File: src/hdl/iirdf_pkg.sv
// Shared constants, types and command codes for the direct-form IIR filter.
`default_nettype none
package iirdf_pkg;

  localparam int MAX_FF_TAPS    = 16;
  localparam int MAX_FB_TAPS    = 8;
  localparam int COEF_FRAC_BITS = 14;

  localparam int SAMPLE_W = 16;
  localparam int COEF_W   = 16;
  localparam int PROD_W   = SAMPLE_W + COEF_W;
  localparam int ACC_W    = PROD_W + $clog2(MAX_FF_TAPS + MAX_FB_TAPS) + 1;
  localparam int Q_W      = ACC_W - COEF_FRAC_BITS;

  localparam int FF_IDX_W = (MAX_FF_TAPS > 1) ? $clog2(MAX_FF_TAPS) : 1;
  localparam int FB_IDX_W = (MAX_FB_TAPS > 1) ? $clog2(MAX_FB_TAPS) : 1;
  localparam int FF_CNT_W = $clog2(MAX_FF_TAPS + 1);
  localparam int FB_CNT_W = $clog2(MAX_FB_TAPS + 1);
  localparam int TAP_W    = (FF_IDX_W > FB_IDX_W) ? FF_IDX_W : FB_IDX_W;

  localparam int FF_TAPS_W = 5;
  localparam int FB_TAPS_W = 4;
  localparam int CFG_W     = 5;
  localparam int IDX_W     = 4;

  localparam int S_DATA_W = 40;
  localparam int M_DATA_W = 16;

  typedef enum logic [1:0] {
    CMD_SAMPLE  = 2'd0,
    CMD_FF_COEF = 2'd1,
    CMD_FB_COEF = 2'd2,
    CMD_CLEAR   = 2'd3
  } cmd_t;

  typedef enum logic {
    REG_FF_TAPS = 1'b0,
    REG_FB_TAPS = 1'b1
  } reg_idx_t;

  typedef struct packed {
    logic clear;
    logic valid;
  } mac_ctrl_t;

endpackage : iirdf_pkg
`default_nettype wire

File: src/hdl/iirdf_mac.sv
// Shared multiply-accumulate unit: registered product, then wide accumulate.
`default_nettype none
module iirdf_mac (
  input  wire logic                                clk,
  input  wire logic                                rst,
  input  wire iirdf_pkg::mac_ctrl_t                ctrl,
  input  wire logic signed [iirdf_pkg::SAMPLE_W-1:0] op_a,
  input  wire logic signed [iirdf_pkg::COEF_W-1:0]   op_b,
  output logic signed      [iirdf_pkg::ACC_W-1:0]    acc
);
  import iirdf_pkg::*;

  logic signed [PROD_W-1:0] prod;
  logic                     prod_vld;

  always_ff @(posedge clk) begin
    prod <= op_a * op_b;
    if (rst) begin
      prod_vld <= 1'b0;
      acc      <= '0;
    end else begin
      prod_vld <= ctrl.valid;
      if (ctrl.clear) begin
        acc <= '0;
      end else if (prod_vld) begin
        acc <= acc + ACC_W'(prod);
      end
    end
  end

endmodule : iirdf_mac
`default_nettype wire

File: src/hdl/iir_filter_direct_form.sv
// Top level of the direct-form IIR filter: sequencer, histories, coefficients.
// Usage:
//   Input beats arrive on s_axis_*; each carries a command. A sample command
//   produces one output beat on m_axis_*; coefficient writes and the clear
//   command produce none, absorbed in the cycle they are accepted. The user
//   sets ff_taps and fb_taps via the cfg_* write port while idle; unenforced.
// Sequencing:
//   An accepted sample steps through ST_FF once per feedforward tap, ST_FB
//   once per feedback tap (nff, nfb = clamped tap counts), then ST_DRAIN and
//   ST_DONE, which loads the output register and returns to ST_IDLE.
//   One shared 16x16 multiplier plus accumulator handles one tap per cycle;
//   the tap loop sets the rate. s_axis_tready is high only while the
//   sequencer idles.
// Reset:
//   rst (synchronous) zeroes histories, coefficients and pointers and sets
//   both tap counts to 1. No output beat is pending afterwards.
// Stall:
//   A finished result waits in the output register; the next input beat is
//   still taken. A following sample holds in its last step until the output
//   register is free.
`default_nettype none
module iir_filter_direct_form (
  input  wire logic                              clk,
  input  wire logic                              rst,
  // tdata: command[1:0], sample_in[17:2], coef_index[21:18], coef_value[37:22]
  input  wire logic [iirdf_pkg::S_DATA_W-1:0]    s_axis_tdata,
  input  wire logic                              s_axis_tvalid,
  output logic                                   s_axis_tready,
  // tdata: sample_out[15:0]
  output logic [iirdf_pkg::M_DATA_W-1:0]         m_axis_tdata,
  output logic                                   m_axis_tvalid,
  input  wire logic                              m_axis_tready,
  input  wire logic                              cfg_wr_en,
  input  wire logic                              cfg_index,
  input  wire logic [iirdf_pkg::CFG_W-1:0]       cfg_data
);
  import iirdf_pkg::*;

  typedef enum logic [2:0] {
    ST_IDLE,
    ST_FF,
    ST_FB,
    ST_DRAIN,
    ST_DONE
  } state_t;

  state_t state;

  logic signed [SAMPLE_W-1:0] input_history  [MAX_FF_TAPS];
  logic signed [SAMPLE_W-1:0] output_history [MAX_FB_TAPS];
  logic signed [COEF_W-1:0]   ff_coefs       [MAX_FF_TAPS];
  logic signed [COEF_W-1:0]   fb_coefs       [MAX_FB_TAPS];
  logic [FF_IDX_W-1:0]        input_ptr;
  logic [FB_IDX_W-1:0]        output_ptr;
  logic [FF_TAPS_W-1:0]       ff_taps;
  logic [FB_TAPS_W-1:0]       fb_taps;
  logic [TAP_W-1:0]           tap;

  cmd_t                       in_cmd;
  logic signed [SAMPLE_W-1:0] in_sample;
  logic [IDX_W-1:0]           in_cidx;
  logic signed [COEF_W-1:0]   in_cval;
  logic                       in_fire;

  logic [FF_CNT_W-1:0]        nff;
  logic [FB_CNT_W-1:0]        nfb;
  logic                       ff_last;
  logic                       fb_last;
  logic [FF_IDX_W:0]          ff_sub;
  logic [FF_IDX_W-1:0]        in_idx;
  logic [FB_IDX_W:0]          fb_off;
  logic [FB_IDX_W-1:0]        out_idx;

  mac_ctrl_t                  mac_ctrl;
  logic signed [SAMPLE_W-1:0] op_a;
  logic signed [COEF_W-1:0]   op_b;
  logic signed [ACC_W-1:0]    acc;
  logic signed [ACC_W-1:0]    acc_biased;
  logic signed [Q_W-1:0]      quot;
  logic signed [SAMPLE_W-1:0] sat;
  logic                       out_free;

  assign in_cmd    = cmd_t'(s_axis_tdata[1:0]);
  assign in_sample = s_axis_tdata[17:2];
  assign in_cidx   = s_axis_tdata[21:18];
  assign in_cval   = s_axis_tdata[37:22];

  assign s_axis_tready = (state == ST_IDLE);
  assign in_fire       = s_axis_tvalid && s_axis_tready;
  assign out_free      = !m_axis_tvalid || m_axis_tready;

  always_comb begin
    if (ff_taps == '0) begin
      nff = FF_CNT_W'(1);
    end else if (int'(ff_taps) > MAX_FF_TAPS) begin
      nff = FF_CNT_W'(MAX_FF_TAPS);
    end else begin
      nff = FF_CNT_W'(ff_taps);
    end
    if (fb_taps == '0) begin
      nfb = FB_CNT_W'(1);
    end else if (int'(fb_taps) > MAX_FB_TAPS) begin
      nfb = FB_CNT_W'(MAX_FB_TAPS);
    end else begin
      nfb = FB_CNT_W'(fb_taps);
    end
  end

  assign ff_last = (FF_CNT_W'(tap) + FF_CNT_W'(1)) == nff;
  assign fb_last = (FB_CNT_W'(tap) + FB_CNT_W'(1)) == nfb;

  // newest input at input_ptr; feedback tap k reads output_ptr - 1 - k
  always_comb begin
    ff_sub = (FF_IDX_W + 1)'(tap);
    if ({1'b0, input_ptr} >= ff_sub) begin
      in_idx = FF_IDX_W'({1'b0, input_ptr} - ff_sub);
    end else begin
      in_idx = FF_IDX_W'({1'b0, input_ptr} + (FF_IDX_W + 1)'(MAX_FF_TAPS) - ff_sub);
    end
    fb_off = (FB_IDX_W + 1)'(tap) + (FB_IDX_W + 1)'(1);
    if ({1'b0, output_ptr} >= fb_off) begin
      out_idx = FB_IDX_W'({1'b0, output_ptr} - fb_off);
    end else begin
      out_idx = FB_IDX_W'({1'b0, output_ptr} + (FB_IDX_W + 1)'(MAX_FB_TAPS) - fb_off);
    end
  end

  always_comb begin
    mac_ctrl.clear = in_fire;
    mac_ctrl.valid = (state == ST_FF) || (state == ST_FB);
    if (state == ST_FB) begin
      op_a = output_history[out_idx];
      op_b = fb_coefs[tap[FB_IDX_W-1:0]];
    end else begin
      op_a = input_history[in_idx];
      op_b = ff_coefs[tap[FF_IDX_W-1:0]];
    end
  end

  iirdf_mac u_mac (
    .clk  (clk),
    .rst  (rst),
    .ctrl (mac_ctrl),
    .op_a (op_a),
    .op_b (op_b),
    .acc  (acc)
  );

  // divide by 2^COEF_FRAC_BITS toward zero, then saturate
  always_comb begin
    acc_biased = acc[ACC_W-1] ? acc + ACC_W'((1 << COEF_FRAC_BITS) - 1) : acc;
    quot       = Q_W'(acc_biased >>> COEF_FRAC_BITS);
    if (quot > Q_W'(32767)) begin
      sat = 16'sh7fff;
    end else if (quot < -Q_W'(32768)) begin
      sat = 16'sh8000;
    end else begin
      sat = SAMPLE_W'(quot);
    end
  end

  always_ff @(posedge clk) begin
    if (rst) begin
      state         <= ST_IDLE;
      tap           <= '0;
      input_ptr     <= '0;
      output_ptr    <= '0;
      ff_taps       <= FF_TAPS_W'(1);
      fb_taps       <= FB_TAPS_W'(1);
      m_axis_tvalid <= 1'b0;
      m_axis_tdata  <= '0;
      for (int i = 0; i < MAX_FF_TAPS; i++) begin
        input_history[i] <= '0;
        ff_coefs[i]      <= '0;
      end
      for (int i = 0; i < MAX_FB_TAPS; i++) begin
        output_history[i] <= '0;
        fb_coefs[i]       <= '0;
      end
    end else begin
      if (cfg_wr_en) begin
        unique case (reg_idx_t'(cfg_index))
          REG_FF_TAPS: ff_taps <= cfg_data[FF_TAPS_W-1:0];
          REG_FB_TAPS: fb_taps <= cfg_data[FB_TAPS_W-1:0];
          default: ;
        endcase
      end

      // ST_DONE reloads the output register itself
      if (m_axis_tvalid && m_axis_tready && (state != ST_DONE)) begin
        m_axis_tvalid <= 1'b0;
      end

      unique case (state)
        ST_IDLE: begin
          if (in_fire) begin
            unique case (in_cmd)
              CMD_SAMPLE: begin
                input_history[input_ptr] <= in_sample;
                tap   <= '0;
                state <= ST_FF;
              end
              CMD_FF_COEF: begin
                if (int'(in_cidx) < MAX_FF_TAPS) begin
                  ff_coefs[in_cidx[FF_IDX_W-1:0]] <= in_cval;
                end
              end
              CMD_FB_COEF: begin
                if (int'(in_cidx) < MAX_FB_TAPS) begin
                  fb_coefs[in_cidx[FB_IDX_W-1:0]] <= in_cval;
                end
              end
              CMD_CLEAR: begin
                for (int i = 0; i < MAX_FF_TAPS; i++) begin
                  input_history[i] <= '0;
                end
                for (int i = 0; i < MAX_FB_TAPS; i++) begin
                  output_history[i] <= '0;
                end
                input_ptr  <= '0;
                output_ptr <= '0;
              end
              default: ;
            endcase
          end
        end
        ST_FF: begin
          if (ff_last) begin
            tap   <= '0;
            state <= ST_FB;
          end else begin
            tap <= tap + TAP_W'(1);
          end
        end
        ST_FB: begin
          if (fb_last) begin
            state <= ST_DRAIN;
          end else begin
            tap <= tap + TAP_W'(1);
          end
        end
        ST_DRAIN: begin
          state <= ST_DONE;
        end
        ST_DONE: begin
          if (out_free) begin
            m_axis_tdata               <= sat;
            m_axis_tvalid              <= 1'b1;
            output_history[output_ptr] <= sat;
            input_ptr  <= (int'(input_ptr) == MAX_FF_TAPS - 1) ? '0
                        : input_ptr + FF_IDX_W'(1);
            output_ptr <= (int'(output_ptr) == MAX_FB_TAPS - 1) ? '0
                        : output_ptr + FB_IDX_W'(1);
            state <= ST_IDLE;
          end
        end
        default: state <= ST_IDLE;
      endcase
    end
  end

endmodule : iir_filter_direct_form
`default_nettype wire

File: config.mk
export PLATFORM = sky130hd
export DESIGN_NAME = iir_filter_direct_form
export DESIGN_NICKNAME = d
export VERILOG_FILES = /design/src/hdl/iirdf_pkg.sv /design/src/hdl/iirdf_mac.sv /design/src/hdl/iir_filter_direct_form.sv
export SDC_FILE = /design/constraint.sdc
export NUM_CORES = 2
export LEC_CHECK = 0
export BUFFER_PORTS_ARGS = -buffer_cell sky130_fd_sc_hd__buf_2
export CAP_MARGIN = 5
export CORE_UTILIZATION = 25
export CTS_BUF_LIST = sky130_fd_sc_hd__clkbuf_8
export DETAILED_ROUTE_END_ITERATION = 7
export HOLD_SLACK_MARGIN = 0.1
export PLACE_DENSITY = 0.44
export SLEW_MARGIN = 20
export SYNTH_ARGS = -nofsm -noshare
export SYNTH_HDL_FRONTEND = slang
export SYNTH_HIERARCHICAL = 1
export SYNTH_SLANG_ARGS = --single-unit
File: constraint.sdc
create_clock -name clk -period 8.2 [get_ports clk]
set_input_delay 0 -clock clk [delete_from_list [all_inputs] [get_ports clk]]
set_output_delay 0 -clock clk [all_outputs]
set_load 0.05 [all_outputs]
==> flow_summary.ini <==
[timing]
slew_violations = 0
grt_setup_unrepaired = true
worst_pin_slew_ps = 1086
fin_worst_skew_ps = 63.17
hold_viol = 0
period_minus_slack_ps = 8101
relSlewSlack = 0.2760
final.period_utilization = 0.9880
hold_ws_ps = 218.7
max_freq_mhz = 123.4
setup_violations = 0
tns_ps = 0

[detailed_routing]
drt-initial-drc-count = 1888
via_per_inst = 4.468
wl_per_cell_um = 21.03
vias = 32436
drt_wl_total_um = 152700
post-route-drc-count = 0
drt-pass1-iter-count = 7
postRouteAntennaNets = 0

[logic_synthesis]
synth_area_per_cell_um2 = 12.61
synth_seq_cells = 883
synth_compound_area_frac = 0.04280
synthArstFlopShare = 0
synth_cell_types = 87
yosys.area_share.simple = 0.1613
synth_area_mm2 = 0.05131
synthFlopType = edfxtp_1
synth_top_family_by_area = simple AND/OR/NAND/NOR gates
synth_mux_area_frac = 0.1100
ys_seq_area_frac = 0.4943
synth-edff-count = 768
synth_xor_area_frac = 0.01570
synth_warnings = 6
syn-num-nets = 4515
synthAdderAreaFrac = 0.1351
synth_cells = 4069

[power]
ir_drop_uv = 730.2
p_sw_frac = 0.3966
p_comb_frac = 0.593
p_int_mw = 14.01
switchingPower_mw = 9.209
seq_power_share = 0.234
p_leak_nw = 23.84
clkPwrFrac = 0.173
pwr_density_cell_mw_per_mm2 = 379.0

[floorplanning]
ios = 69
rows = 165
die_x_um = 455.0
start_util = 0.2526
core_area_mm2 = 0.2031
dieArea_mm2 = 0.2071
die_y_um = 455.0

[hold_path]
min_path_type = input port to flip-flop

[global_route]
grt_pass1_vias = 34457
grtUsageTotal = 0.1482
grt_max_degree = 56
overflow = 0
antenna_found_initial = 4
grt_pass1_wl_um = 228300

[place]
dp_hpwl_um = 104800
io_buffers = 66
place_inst = 6859
gp_congestion = 0.7967

[clock_network]
numCtsBuffers = 156
cts_tree = yes
clockBufferDepth = 3
clockRootBuffer = clkbuf_8
htree_levels = 4
cts.clk_slew.worst_paths_ps = 70
clock-sinks = 883
clock_latency_ps = 920

[finish]
utilization = 0.3016
multi_input_area_mm2 = 0.02449
final_cell_mix = edfxtp_1, and2_1, inv_1
area_delta_synth_final_pct = 19.41
final_common_cell = edfxtp_1
finalNonFillerCells = 7260
seq_area_mm2 = 0.02538
fin_nets = 4908
layout-drive-gt1-share = 0.2161
fill_cells = 20750

[setup_path]
path_class = flip-flop to flip-flop
cp_max_fo = 8
required_ps = 8960
max_stage_delay_ps = 860
worstSetupStartpointType = flip-flop
slowest_stage = fa_4
worstSetupEndpointType = flip-flop
arrival_ps = 8860
cpMostUsedCell = fa_1

[run_status]
status = complete, no violations

[flow_run]
drv_cap = 0
[worst max-delay path: cells and delay by family (launching register included)]
kind | cells | cell delay, ps
simple gates | 4 | 540
mux | 2 | 570
buf+inv | 9 | 890
flops | 1 | 330
fa+ha+maj | 9 | 4320
compound gates | 7 | 1240
xor+xnor | 1 | 110
[cell usage after synthesis (15+ instances only)]
library cell	count	area, µm²
dfxtp_1	115	2302
o211ai_1	21	157.7
o21ai_1	17	85.08
or2_2	27	168.9
a21oi_1	78	390.4
o21ai_0	74	370.4
xnor2_1	64	560.5
a21o_1	26	195.2
a31oi_1	24	150.1
mux2i_1	78	780.8
clkbuf_1	190	713.2
nand2_1	228	855.8
inv_1	303	1137
nor2_1	287	1077
edfxtp_1	768	23060
and3_1	15	93.84
and2_1	774	4842
buf_1	28	105.1
nand3_1	54	270.3
mux2_2	16	180.2
mux4_2	208	4684
nand2b_1	26	162.7
nor2b_1	17	106.4
xor2_1	28	245.2
fa_1	265	5305
ha_1	130	1627
[metrics by stage]
stage / power [mW] / worst slack [ps] / instance area [µm²]
after detailed placement: 18.00 / -261.6 / 56680
after global placement: 17.98 / -215.7 / 56660
after floorplan: 12.81 / 5.211 / 51320
after global routing: 25.33 / -243.6 / 61270
after CTS: 22.50 / -47.31 / 60880
final: 23.22 / 98.77 / 61270
[layout make-up]
class,instances,share of cell area
multi-input combinational,2644,0.3997
timing repair buffer,473,0.06473
clock buffer,162,0.03639
tap,2672,0.05457
inverter,304,0.01871
antenna,2,0.00008168
clock inverter,120,0.01164
sequential,883,0.4142
[power by group through the flow]
stage / Clock (mW) / Combinational [mW] / Sequential, mW
after floorplan: 0 / 7.38 / 5.43
final: 4.01 / 13.8 / 5.44
after detailed placement: 0 / 12.5 / 5.54
after global placement: 0 / 12.4 / 5.54
after CTS: 4.14 / 12.9 / 5.44
after global routing: 4.32 / 15.5 / 5.46
[worst paths after layout]
path	startpoint	endpoint	slack, ps	depth (start not counted)
worst max-delay path	input_ptr[0]$_SDFFE_PP0P_	u_mac/prod[23]$_DFF_P_	100	32
worst min-delay path	s_axis_tdata[17]	input_history[1][15]$_SDFFCE_PN0P_	220	3
worst max register to register	input_ptr[0]$_SDFFE_PP0P_	u_mac/prod[23]$_DFF_P_	100	32
worst min register to register	m_axis_tdata[2]$_SDFFE_PP0P_	m_axis_tdata[2]$_SDFFE_PP0P_	490	2
[layer usage]
layer	wire length, µm	global-route usage
met2	70980	0.2391
met3	5551	0.02281
met4	2699	0.03535
met5	0	0
met1	73430	0.2076
[registers in the layout (all words and copies together) (netlist names), 5 cells and up, named ones only]
register / flops
u_mac/acc: 38
fb_coefs: 128
ff_taps: 5
u_mac/prod: 32
input_history: 256
m_axis_tdata: 16
output_history: 128
ff_coefs: 256
[kinds of logic (layout without fill, tap and decap cells)]
| kind of cell | after synthesis | count (layout) |
|---|---|---|
| muxes | 302 | 302 |
| adders and majority gates | 395 | 395 |
| other | 0 | 2 |
| and+or+nand+nor | 1520 | 1520 |
| buffers and inverters | 542 | 1059 |
| xor gates and xnor gates | 92 | 92 |
| DFF | 883 | 883 |
| AOI/OAI and AO/OA | 335 | 335 |
[timing repair]
item | in CTS | in global routing
resized for setup | 45 | 82
hold buffers | 95 | 0
hold endpoints to repair | 715 | 0
buffers inserted | 15 | 14
setup endpoints to repair | 15 | 19
pin swaps | 20 | 68
No activity file was read; power rests on OpenSTA's default activity.
